## src/hw/rtl/cpt_pkg.sv

```systemverilog
// ----------------------------------------------------------------------------
// cpt_pkg - copy propagation table package
// Types, sizes and helpers shared by the copy table cells, head and top level.
// ----------------------------------------------------------------------------
`timescale 1ns / 1ps
`default_nettype none

package cpt_pkg;

  localparam int LOC_BITS     = 16;
  localparam int OFFSET_BITS  = 4;
  localparam int REG_BITS     = LOC_BITS - OFFSET_BITS;
  localparam int COUNT_BITS   = 4;
  localparam int IO_SOURCES   = 3;
  localparam int SOURCE_COUNT = 3;
  localparam int NSRC         = (SOURCE_COUNT < IO_SOURCES) ? SOURCE_COUNT : IO_SOURCES;
  localparam int TABLE_DEPTH  = 16;

  typedef logic [LOC_BITS-1:0] loc_t;
  typedef logic [IO_SOURCES-1:0][LOC_BITS-1:0] src_vec_t;

  typedef struct packed {
    logic                  block_start;
    logic                  is_move;
    logic                  copy_ok;
    logic                  dest_in_grf;
    loc_t                  dest_loc;
    logic [COUNT_BITS-1:0] dest_count;
    logic                  src0_in_grf;
    loc_t                  src0_loc;
    logic                  src1_in_grf;
    loc_t                  src1_loc;
    logic                  src2_in_grf;
    loc_t                  src2_loc;
  } cpt_in_t;

  typedef struct packed {
    loc_t new_src0_loc;
    loc_t new_src1_loc;
    loc_t new_src2_loc;
    logic any_rewritten;
  } cpt_out_t;

  typedef struct packed {
    loc_t dest;
    loc_t src;
  } cpt_entry_t;

  typedef struct packed {
    logic shift;
    logic wr;
  } cpt_cell_ctrl_t;

  typedef struct packed {
    logic                   en;
    logic [REG_BITS-1:0]    reg_num;
    logic [OFFSET_BITS-1:0] first;
    logic [COUNT_BITS-1:0]  count;
  } cpt_kill_t;

  typedef struct packed {
    logic survive;
    logic hit;
  } cpt_head_stat_t;

  typedef enum logic [1:0] {
    ST_IDLE,
    ST_PASS,
    ST_FINISH
  } cpt_state_t;

  function automatic logic in_range(input loc_t loc, input cpt_kill_t kill);
    logic [OFFSET_BITS:0] off;
    logic [OFFSET_BITS:0] lim;
    off = {1'b0, loc[OFFSET_BITS-1:0]};
    lim = {1'b0, kill.first} + {{(OFFSET_BITS+1-COUNT_BITS){1'b0}}, kill.count};
    return (loc[LOC_BITS-1:OFFSET_BITS] == kill.reg_num) &&
           (off >= {1'b0, kill.first}) && (off < lim);
  endfunction

endpackage

`default_nettype wire

```

## src/hw/rtl/copy_propagation_table_top.sv

```systemverilog
// ----------------------------------------------------------------------------
// copy_propagation_table_top - local copy propagation table
// Copies sit oldest first in a row of cells; a pass rotates each live copy
// through the head unit once, dropping killed copies, then may append a new copy.
// ----------------------------------------------------------------------------
// flow: an accepted item is registered, each live copy (up to TABLE_DEPTH) passes
//   the head unit in ST_PASS, then ST_FINISH appends any new copy and registers
//   the result, waiting while the result is not taken; no new item until idle
// reset: table empty, no result pending; no clearing pass is needed
`timescale 1ns / 1ps
`default_nettype none

module copy_propagation_table_top #(
  parameter int TABLE_DEPTH = cpt_pkg::TABLE_DEPTH
) (
  input  wire logic              clk,
  input  wire logic              rst,
  input  wire logic              item_valid,
  output logic                   item_ready,
  input  wire cpt_pkg::cpt_in_t  item,
  output logic                   result_valid,
  input  wire logic              result_ready,
  output cpt_pkg::cpt_out_t      result
);

  localparam int IDX_W = (TABLE_DEPTH > 1) ? $clog2(TABLE_DEPTH) : 1;
  localparam int OCC_W = $clog2(TABLE_DEPTH + 1);

  cpt_pkg::cpt_state_t     state;
  cpt_pkg::cpt_state_t     state_next;
  logic [OCC_W-1:0]        occ;
  logic [OCC_W-1:0]        pass_left;
  cpt_pkg::cpt_in_t        item_reg;
  cpt_pkg::src_vec_t       src_work;
  logic                    any_work;

  cpt_pkg::cpt_entry_t     entries [TABLE_DEPTH];
  cpt_pkg::cpt_entry_t     push;
  cpt_pkg::src_vec_t       head_loc;
  cpt_pkg::cpt_head_stat_t head_stat;
  cpt_pkg::cpt_kill_t      kill;

  logic                    accept;
  logic                    out_free;
  logic                    finish_load;
  logic                    append_ok;
  logic                    shift;
  logic                    wr_en;
  logic [OCC_W-1:0]        wr_pos;
  logic [OCC_W-1:0]        start_count;

  assign accept      = item_valid && item_ready;
  assign out_free    = !result_valid || result_ready;
  assign start_count = item.block_start ? '0 : occ;

  assign kill.en      = item_reg.dest_in_grf && (item_reg.dest_count != '0);
  assign kill.reg_num = item_reg.dest_loc[cpt_pkg::LOC_BITS-1:cpt_pkg::OFFSET_BITS];
  assign kill.first   = item_reg.dest_loc[cpt_pkg::OFFSET_BITS-1:0];
  assign kill.count   = item_reg.dest_count;

  assign append_ok = item_reg.is_move && item_reg.copy_ok && item_reg.dest_in_grf &&
                     item_reg.src0_in_grf && (src_work[0] != item_reg.dest_loc) &&
                     (occ < OCC_W'(TABLE_DEPTH));

  cpt_head u_head (
    .entry   (entries[0]),
    .src_grf ({item_reg.src2_in_grf, item_reg.src1_in_grf, item_reg.src0_in_grf}),
    .src_loc (src_work),
    .kill    (kill),
    .new_loc (head_loc),
    .stat    (head_stat)
  );

  // state register
  always_ff @(posedge clk) begin
    if (rst) begin
      state <= cpt_pkg::ST_IDLE;
    end else begin
      state <= state_next;
    end
  end

  // next state
  always_comb begin
    state_next = state;
    case (state)
      cpt_pkg::ST_IDLE: begin
        if (item_valid) begin
          state_next = (start_count == '0) ? cpt_pkg::ST_FINISH : cpt_pkg::ST_PASS;
        end
      end
      cpt_pkg::ST_PASS: begin
        if (pass_left == OCC_W'(1)) begin
          state_next = cpt_pkg::ST_FINISH;
        end
      end
      cpt_pkg::ST_FINISH: begin
        if (out_free) begin
          state_next = cpt_pkg::ST_IDLE;
        end
      end
      default: state_next = cpt_pkg::ST_IDLE;
    endcase
  end

  // outputs
  always_comb begin
    item_ready  = 1'b0;
    shift       = 1'b0;
    wr_en       = 1'b0;
    wr_pos      = occ;
    finish_load = 1'b0;
    push        = entries[0];
    case (state)
      cpt_pkg::ST_IDLE: begin
        item_ready = 1'b1;
      end
      cpt_pkg::ST_PASS: begin
        shift  = 1'b1;
        wr_en  = head_stat.survive;
        wr_pos = occ - OCC_W'(1);
      end
      cpt_pkg::ST_FINISH: begin
        finish_load = out_free;
        wr_en       = out_free && append_ok;
        push.dest   = item_reg.dest_loc;
        push.src    = src_work[0];
      end
      default: begin
        item_ready = 1'b0;
      end
    endcase
  end

  // cell row
  for (genvar g = 0; g < TABLE_DEPTH; g++) begin : g_cell
    cpt_pkg::cpt_cell_ctrl_t ctrl;
    cpt_pkg::cpt_entry_t     right;

    assign ctrl.shift = shift;
    assign ctrl.wr    = wr_en && (wr_pos[IDX_W-1:0] == IDX_W'(g));

    if (g == TABLE_DEPTH - 1) begin : g_tail
      assign right = entries[g];
    end else begin : g_body
      assign right = entries[g+1];
    end

    cpt_cell u_cell (
      .clk   (clk),
      .ctrl  (ctrl),
      .right (right),
      .push  (push),
      .entry (entries[g])
    );
  end

  // control counters
  always_ff @(posedge clk) begin
    if (rst) begin
      occ       <= '0;
      pass_left <= '0;
    end else begin
      case (state)
        cpt_pkg::ST_IDLE: begin
          if (accept) begin
            occ       <= start_count;
            pass_left <= start_count;
          end
        end
        cpt_pkg::ST_PASS: begin
          occ       <= occ - OCC_W'(1) + OCC_W'(head_stat.survive);
          pass_left <= pass_left - OCC_W'(1);
        end
        cpt_pkg::ST_FINISH: begin
          if (finish_load && append_ok) begin
            occ <= occ + OCC_W'(1);
          end
        end
        default: begin
          occ <= occ;
        end
      endcase
    end
  end

  // item and working sources
  always_ff @(posedge clk) begin
    if (accept) begin
      item_reg <= item;
      src_work <= {item.src2_loc, item.src1_loc, item.src0_loc};
      any_work <= 1'b0;
    end else if (shift) begin
      src_work <= head_loc;
      any_work <= any_work | head_stat.hit;
    end
  end

  // result register
  always_ff @(posedge clk) begin
    if (rst) begin
      result_valid <= 1'b0;
    end else if (finish_load) begin
      result_valid <= 1'b1;
    end else if (result_ready) begin
      result_valid <= 1'b0;
    end
  end

  always_ff @(posedge clk) begin
    if (finish_load) begin
      result.new_src0_loc  <= src_work[0];
      result.new_src1_loc  <= src_work[1];
      result.new_src2_loc  <= src_work[2];
      result.any_rewritten <= any_work;
    end
  end

endmodule

`default_nettype wire

```

## src/hw/rtl/cpt_cell.sv

```systemverilog
// ----------------------------------------------------------------------------
// cpt_cell - copy table cell
// Holds one copy; loads a pushed copy, takes its neighbor's copy, or holds.
// ----------------------------------------------------------------------------
`timescale 1ns / 1ps
`default_nettype none

module cpt_cell (
  input  wire logic               clk,
  input  wire cpt_pkg::cpt_cell_ctrl_t ctrl,
  input  wire cpt_pkg::cpt_entry_t     right,
  input  wire cpt_pkg::cpt_entry_t     push,
  output cpt_pkg::cpt_entry_t          entry
);

  always_ff @(posedge clk) begin
    if (ctrl.wr) begin
      entry <= push;
    end else if (ctrl.shift) begin
      entry <= right;
    end
  end

endmodule

`default_nettype wire

```

## src/hw/rtl/cpt_head.sv

```systemverilog
// ----------------------------------------------------------------------------
// cpt_head - copy table head unit
// Rewrites the sources through the oldest copy and decides whether it survives.
// ----------------------------------------------------------------------------
`timescale 1ns / 1ps
`default_nettype none

module cpt_head (
  input  wire cpt_pkg::cpt_entry_t            entry,
  input  wire logic [cpt_pkg::IO_SOURCES-1:0] src_grf,
  input  wire cpt_pkg::src_vec_t              src_loc,
  input  wire cpt_pkg::cpt_kill_t             kill,
  output cpt_pkg::src_vec_t                   new_loc,
  output cpt_pkg::cpt_head_stat_t             stat
);

  always_comb begin
    new_loc  = src_loc;
    stat.hit = 1'b0;
    for (int i = 0; i < cpt_pkg::IO_SOURCES; i++) begin
      if ((i < cpt_pkg::NSRC) && src_grf[i] && (src_loc[i] == entry.dest)) begin
        new_loc[i] = entry.src;
        stat.hit   = 1'b1;
      end
    end
    stat.survive = !(kill.en && (cpt_pkg::in_range(entry.dest, kill) ||
                                 cpt_pkg::in_range(entry.src, kill)));
  end

endmodule

`default_nettype wire

```

## config.mk

```make
export PLATFORM = sky130hd
export DESIGN_NAME = copy_propagation_table_top
export DESIGN_NICKNAME = d
export VERILOG_FILES = /design/src/hw/rtl/cpt_pkg.sv /design/src/hw/rtl/copy_propagation_table_top.sv /design/src/hw/rtl/cpt_cell.sv /design/src/hw/rtl/cpt_head.sv
export SDC_FILE = /design/constraint.sdc
export NUM_CORES = 1
export LEC_CHECK = 0
export BUFFER_PORTS_ARGS = -buffer_cell sky130_fd_sc_hd__buf_2
export CAP_MARGIN = 15
export CORE_UTILIZATION = 40
export CTS_CLUSTER_SIZE = 10
export DETAILED_ROUTE_END_ITERATION = 6
export SYNTH_ARGS = -nofsm -noshare
export SYNTH_HDL_FRONTEND = slang
export SYNTH_SLANG_ARGS = --single-unit
```

## constraint.sdc

```tcl
create_clock -name clk -period 10.3 [get_ports clk]
set_input_delay 3.09 -clock clk [delete_from_list [all_inputs] [get_ports clk]]
set_output_delay 3.09 -clock clk [all_outputs]
set_load 0.02 [all_outputs]
```

# [Yosys cells after proc, flatten, opt, wreduce, memory -nomap -nowiden]
# Cells that the tools add are included.
[word_totals] input_bits=79 word_cells=217 ff_bits=649 out_inout_bits=51
[classes] order_cmp=5 n_reduce_logical=69 add_sub_neg=5 bitwise=1 mux=56 eq_ne=29
[ops] op="two-way mux 32 bit" count=31
[ops] op="two-way mux 48 bit" count=2
[ops] op="equality test 16 bit" count=3
[ops] op="two-way mux 16 bit" count=3
[ops] op="nonzero test 2 bit" count=21
[ops] op="logical AND 1 bit" count=33
[ops] op="equality test 4 bit, second input constant" count=8
[ops] op="equality test 12 bit" count=2
[ops] op="equality test 4 x 3 -> 1 bit, second input constant" count=4
[ops] op="inequality test 16 bit" count=1
[ops] op="two-way mux 5 bit" count=3
[ops] op="case mux 5 bit (3 select lines)" count=1
[ops] op="< comparator 4 x 5 -> 1 bit" count=2
[ops] op="inequality test 2 bit, second input constant" count=5
[ops] op="case mux 5 bit (2 select lines)" count=1
[ops] op="subtractor 5 x 1 -> 5 bit, second input constant" count=2
[ops] op="equality test 4 x 2 -> 1 bit, second input constant" count=2
[ops] op="greater-or-equal comparator 4 bit" count=2
[ops] op="two-way mux 1 bit" count=8
[ops] op="two-way mux 2 bit" count=4
[ops] op="AND reduction 2 bit" count=4
[ops] op="case mux 2 bit (3 select lines)" count=1
[ops] op="AND reduction 3 bit" count=2
[ops] op="adder 4 x 4 -> 5 bit" count=1
[ops] op="other kinds (17)" count=19

# [Longest topological paths before layout]
[logic_depth] word_depth=9 depth_mapped=17

# [Cells and area by module]
# A second synthesis with hierarchy kept.
[unflattened] hier_cells=1726 hier_area_um2=32240.9
[by_module_without_submodules] mod="cpt_cell" cells_per_inst=69 area_per_inst_um2=1507.7 seq_area_each_um2=960.9 n_inst=16
[by_module_without_submodules] mod="copy_propagation_table_top" cells_per_inst=410 area_per_inst_um2=6108.4 seq_area_each_um2=3973.8 n_inst=1
[by_module_without_submodules] mod="cpt_head" cells_per_inst=212 area_per_inst_um2=2009.4 seq_area_each_um2=0.0 n_inst=1

# [Worst setup path before layout]
# OpenSTA, ideal clock, no wires.
[synth_path] kind="input -> register" start="input result_ready" end="register, netlist name g_cell[0].u_cell.entry[0]" path_buffers=2 setup_slack_ns=0.882 t_arrival_ns=8.952 path_stages=9 setup_time_ns=0.466 cell_sequence="nor2b_1 nor2b_1 nor3b_1 a22oi_1 nor2b_1 buf_2 buf_2 nand2_1 o21ai_0"
[synth_via] elab_chain_cells=5
[synth_rtl] item="start: declaration" line_no="copy_propagation_table_top.sv:22" text="input wire logic result_ready,"
[synth_rtl] item="logical OR 1 bit" line_no="copy_propagation_table_top.sv:53" text="assign out_free = !result_valid || result_ready;"
[synth_rtl] item="logical AND 1 bit" line_no="copy_propagation_table_top.sv:125" text="wr_en = out_free && append_ok;"
[synth_rtl] item="case mux 1 bit (2 select lines)" line_no="copy_propagation_table_top.sv:114" text="case (state)"
[synth_rtl] item="logical AND 1 bit" line_no="copy_propagation_table_top.sv:141" text="assign ctrl.wr = wr_en && (wr_pos[IDX_W-1:0] == IDX_W'(g));"
[synth_rtl] item="nonzero test 2 bit (no source line)"
# Every way passes these cells.
# A chain may end at the register's enable or synchronous reset.

# [Worst setup path in the final report]
[layout_path] start="input result_ready" end="register, netlist name g_cell[0].u_cell.entry[9]"
[layout_via] elab_chain_cells=5
[layout_rtl] item="logical OR 1 bit" line_no="copy_propagation_table_top.sv:53"
[layout_rtl] item="logical AND 1 bit" line_no="copy_propagation_table_top.sv:125"
[layout_rtl] item="case mux 1 bit (2 select lines)" line_no="copy_propagation_table_top.sv:114"
[layout_rtl] item="logical AND 1 bit" line_no="copy_propagation_table_top.sv:141"
[layout_rtl] item="nonzero test 2 bit (no source line)"
# Every way passes these cells.

==> key figures <==
Setup path
  • Most frequent CP cell: buf_4
  • CP Launch Point: result_ready
  • Largest fanout on the critical path: 50
  • Worst stage delay on the critical path: 0.99 ns
  • Critical path capture point type: register
  • RR Startpoint: item_reg[55]
  • Arr. time, crit path: 7.07 ns
  • Worst-path cell chain: buf_2 -> nor2b_1 -> nor2b_4 -> buf_4 -> nor3b_1 -> a22oi_1 -> nor2b_2 -> nand2_1 -> o21ai_2 -> buf_4
  • Buffers & Inverters on Critical Path: 3
  • Setup CP Type: input pin to register
  • Worst Setup Start Kind: input pin
  • Crit-path leading delay family: simple AND/OR/NAND/NOR gates
  • WP data required: 10.60 ns
  • Slowest CP cell: nor2b_2

Finish
  • Area grow syn2layout: 12.8%
  • Top reg by flops: g_cell.u_cell.entry
  • Final #Nets: between 2000 and 2500
  • Final core occ: 45.8%
  • Layout Cells excl Fill: between 3000 and 4000
  • Top flop regs: g_cell.u_cell.entry x512, result x49, src_work x48
  • Max reg flops: slightly above 500
  • Share of cells above drive strength 1: approximately a quarter
  • Diode count: 0

Synth
  • Number of distinct library cells after synthesis: between 60 and 70
  • Area share of the largest cell type after synthesis: ~64%
  • Fraction of registers with async set/reset: 0%
  • Synth warnings: 0
  • Register area share after synthesis: 64.8%
  • #FFs+latches synth: 649
  • Synth area leaders: edfxtp_1 64%, mux2_2 7.6%, a32oi_1 7.0%
  • Number of flops mapped to enable cells by yosys: 635
  • Synth Flop Type: edfxtp_1
  • Synth Area per Inst: 13.8 sq um
  • Synth cell count leaders: 635 x edfxtp_1, 264 x nor2_1, 237 x a32oi_1
  • Cells after Synth: 2160
  • Synth Cell Area: between 20000 and 30000 sq um
  • Syn_nets: about 2300
  • Leading area contributor after synthesis: edfxtp_1
  • Most common cell in the netlist: edfxtp_1

Clock tree
  • Clock buffer depth: 3
  • H-Tree Level Count: 3
  • Post_cts resized: 0
  • Num CTS Buffers: 76
  • CTS Sinks: roughly 650
  • Clock-pin slew on the worst setup and hold paths: roughly 0.06 ns
  • Postcts setup bufs: 0
  • Cts hold-fix bufs: 0
  • Clock latency on the worst-skew pair: 0.63 ns
  • CTS tree: yes
  • Clock Tree Root: clkbuf_16

Place
  • Dpl cells: between 3000 and 4000
  • Hpwl dp: approximately 55 mm
  • Dpl ws: ~2.8 ns
  • Final Wtd Congestion: roughly 0.85
  • IO Port Bufs: 129

STA
  • Setup violators final: 0
  • Setup TNS: 0 ns
  • Setup Skew: ~0.026 ns
  • Worst setup margin: between 3 and 4 ns
  • Unrepaired setup endpoints after global routing: no
  • Worst hold margin: 0.471 ns
  • Final hold violations: 0
  • Fin. max-slew vios: 0
  • Fmax achieved: 148 MHz
  • Slew @ Worst Pin: ~1.2 ns
  • Slew margin rel.: between 15 and 20%
  • Final min period: about 6.8 ns
  • Final period util: about two thirds

Floorplanning
  • Die H: about 280 microns
  • Core area: between 70000 and 80000 sq um
  • DIE WIDTH: 275 microns
  • Num rows: a little under 100
  • Boundary pin count: 130
  • Starting density of the core: between 40 and 50%
  • Die area: 75800 sq um

Job
  • Max Cap Viol: 0

Global routing
  • Total grt overflow: 0
  • Vias in the first global route: between 15000 and 20000
  • First-pass GRT wire length: 127 mm
  • Initial antenna violation count: 2
  • Largest net degree at the start of global routing: 95
  • GRT Util Overall: roughly 23%

Power and ir drop
  • Power Density: 172 nW/um^2
  • Leak: between 10 and 15 nW
  • Maximum VDD drop: 0.000114 V

Drt
  • Wirelength per Cell: about 26 microns
  • Via density per instance: between 6 and 7
  • DRT Pass-1 Iters: 6
  • 1st-iter DRT viols: about 2200
  • DRT antenna net count: 0
  • Total number of vias: 19777
  • DRT Wirelength: between 80 and 90 mm
  • DRC viols: 0

Hold path
  • Startpoint of the worst hold path: any_work
  • Hold Path Class: register to register

Run status
  • Status: finished, final reports clean
layout make-up:
| cell class | instances | area (sq um) |
|---|---|---|
| Timing Repair Buffer | 202 | 1190 |
| Clock buffer | 92 | 1980 |
| Inverter | 55 | 206 |
| Clock inverter | 10 | 78.8 |
| Fill cell | 6440 | 39800 |
| Tap cell | 959 | 1200 |
| Multi-Input combinational cell | 1279 | 9670 |
| Sequential cell | 649 | 19300 |
worst paths after layout:
kind,endpoint,slack [ns],cells past startpoint
setup / recovery,g_cell[0].u_cell.entry[9],3.52,10
hold / removal,result[0],0.47,0
setup reg to reg,g_cell[5].u_cell.entry[11],4.99,11
hold reg to reg,result[0],0.47,0
logic make-up (layout without fill, tap and decap cells):
logic type | Yosys count | count (layout) | synth area share (%)
compound gates | 381 | 381 | 10.8
xor+xnor | 96 | 96 | 2.82
fa+ha+maj | 27 | 27 | 1.14
buf+inv | 232 | 359 | 3.63
flops | 649 | 649 | 64.8
mux | 252 | 252 | 9.38
simple gates | 523 | 523 | 7.45
layer usage:
| metal | up-vias | wire length, microns | global-route usage, % |
|---|---|---|---|
| li1 | 8582 | - | - |
| met1 | 9976 | 35800 | 31.2 |
| met2 | 1072 | 39500 | 35.7 |
| met3 | 145 | 7960 | 4.35 |
| met4 | 2 | 2220 | 7.05 |
| met5 | - | 13 | 0 |
layout by cell type, fill, tap and decap left out, types with 9 or more instances in the layout:
cell type	synthesis	layout
mux2_2	201	201
nor4_1	15	15
nand3_1	24	22
a31oi_1	26	26
nor2b_1	11	9
a311oi_1	23	23
clkbuf_16	0	77
clkbuf_1	101	15
nand2b_1	11	11
a32oi_1	237	237
buf_4	0	73
dfxtp_1	14	14
mux2i_1	28	11
a21oi_1	16	16
xnor2_1	41	41
buf_2	44	129
mux2i_2	0	17
nand2_1	140	140
edfxtp_1	635	635
inv_1	54	54
nor2_1	264	264
nand4_1	13	13
nor3_1	24	16
mux2_1	23	23
ha_1	24	23
xor2_1	55	55
stage by stage:
step           total power [mW]  instance area [sq um]
2_1_floorplan              3.27                  29900
3_3_place_gp               3.46                  31600
3_5_place_dp               3.47                  31600
4_1_cts                    5.83                  33700
5_1_grt                    5.95                  33700
6_report                   5.80                  33700
where the power goes:
part / internal, mW / switching [mW]
Clock: 1.34 / 1.03
Sequential: 2.95 / 0.0456
Combinational: 0.124 / 0.301
(Power assumes the default switching activity.)
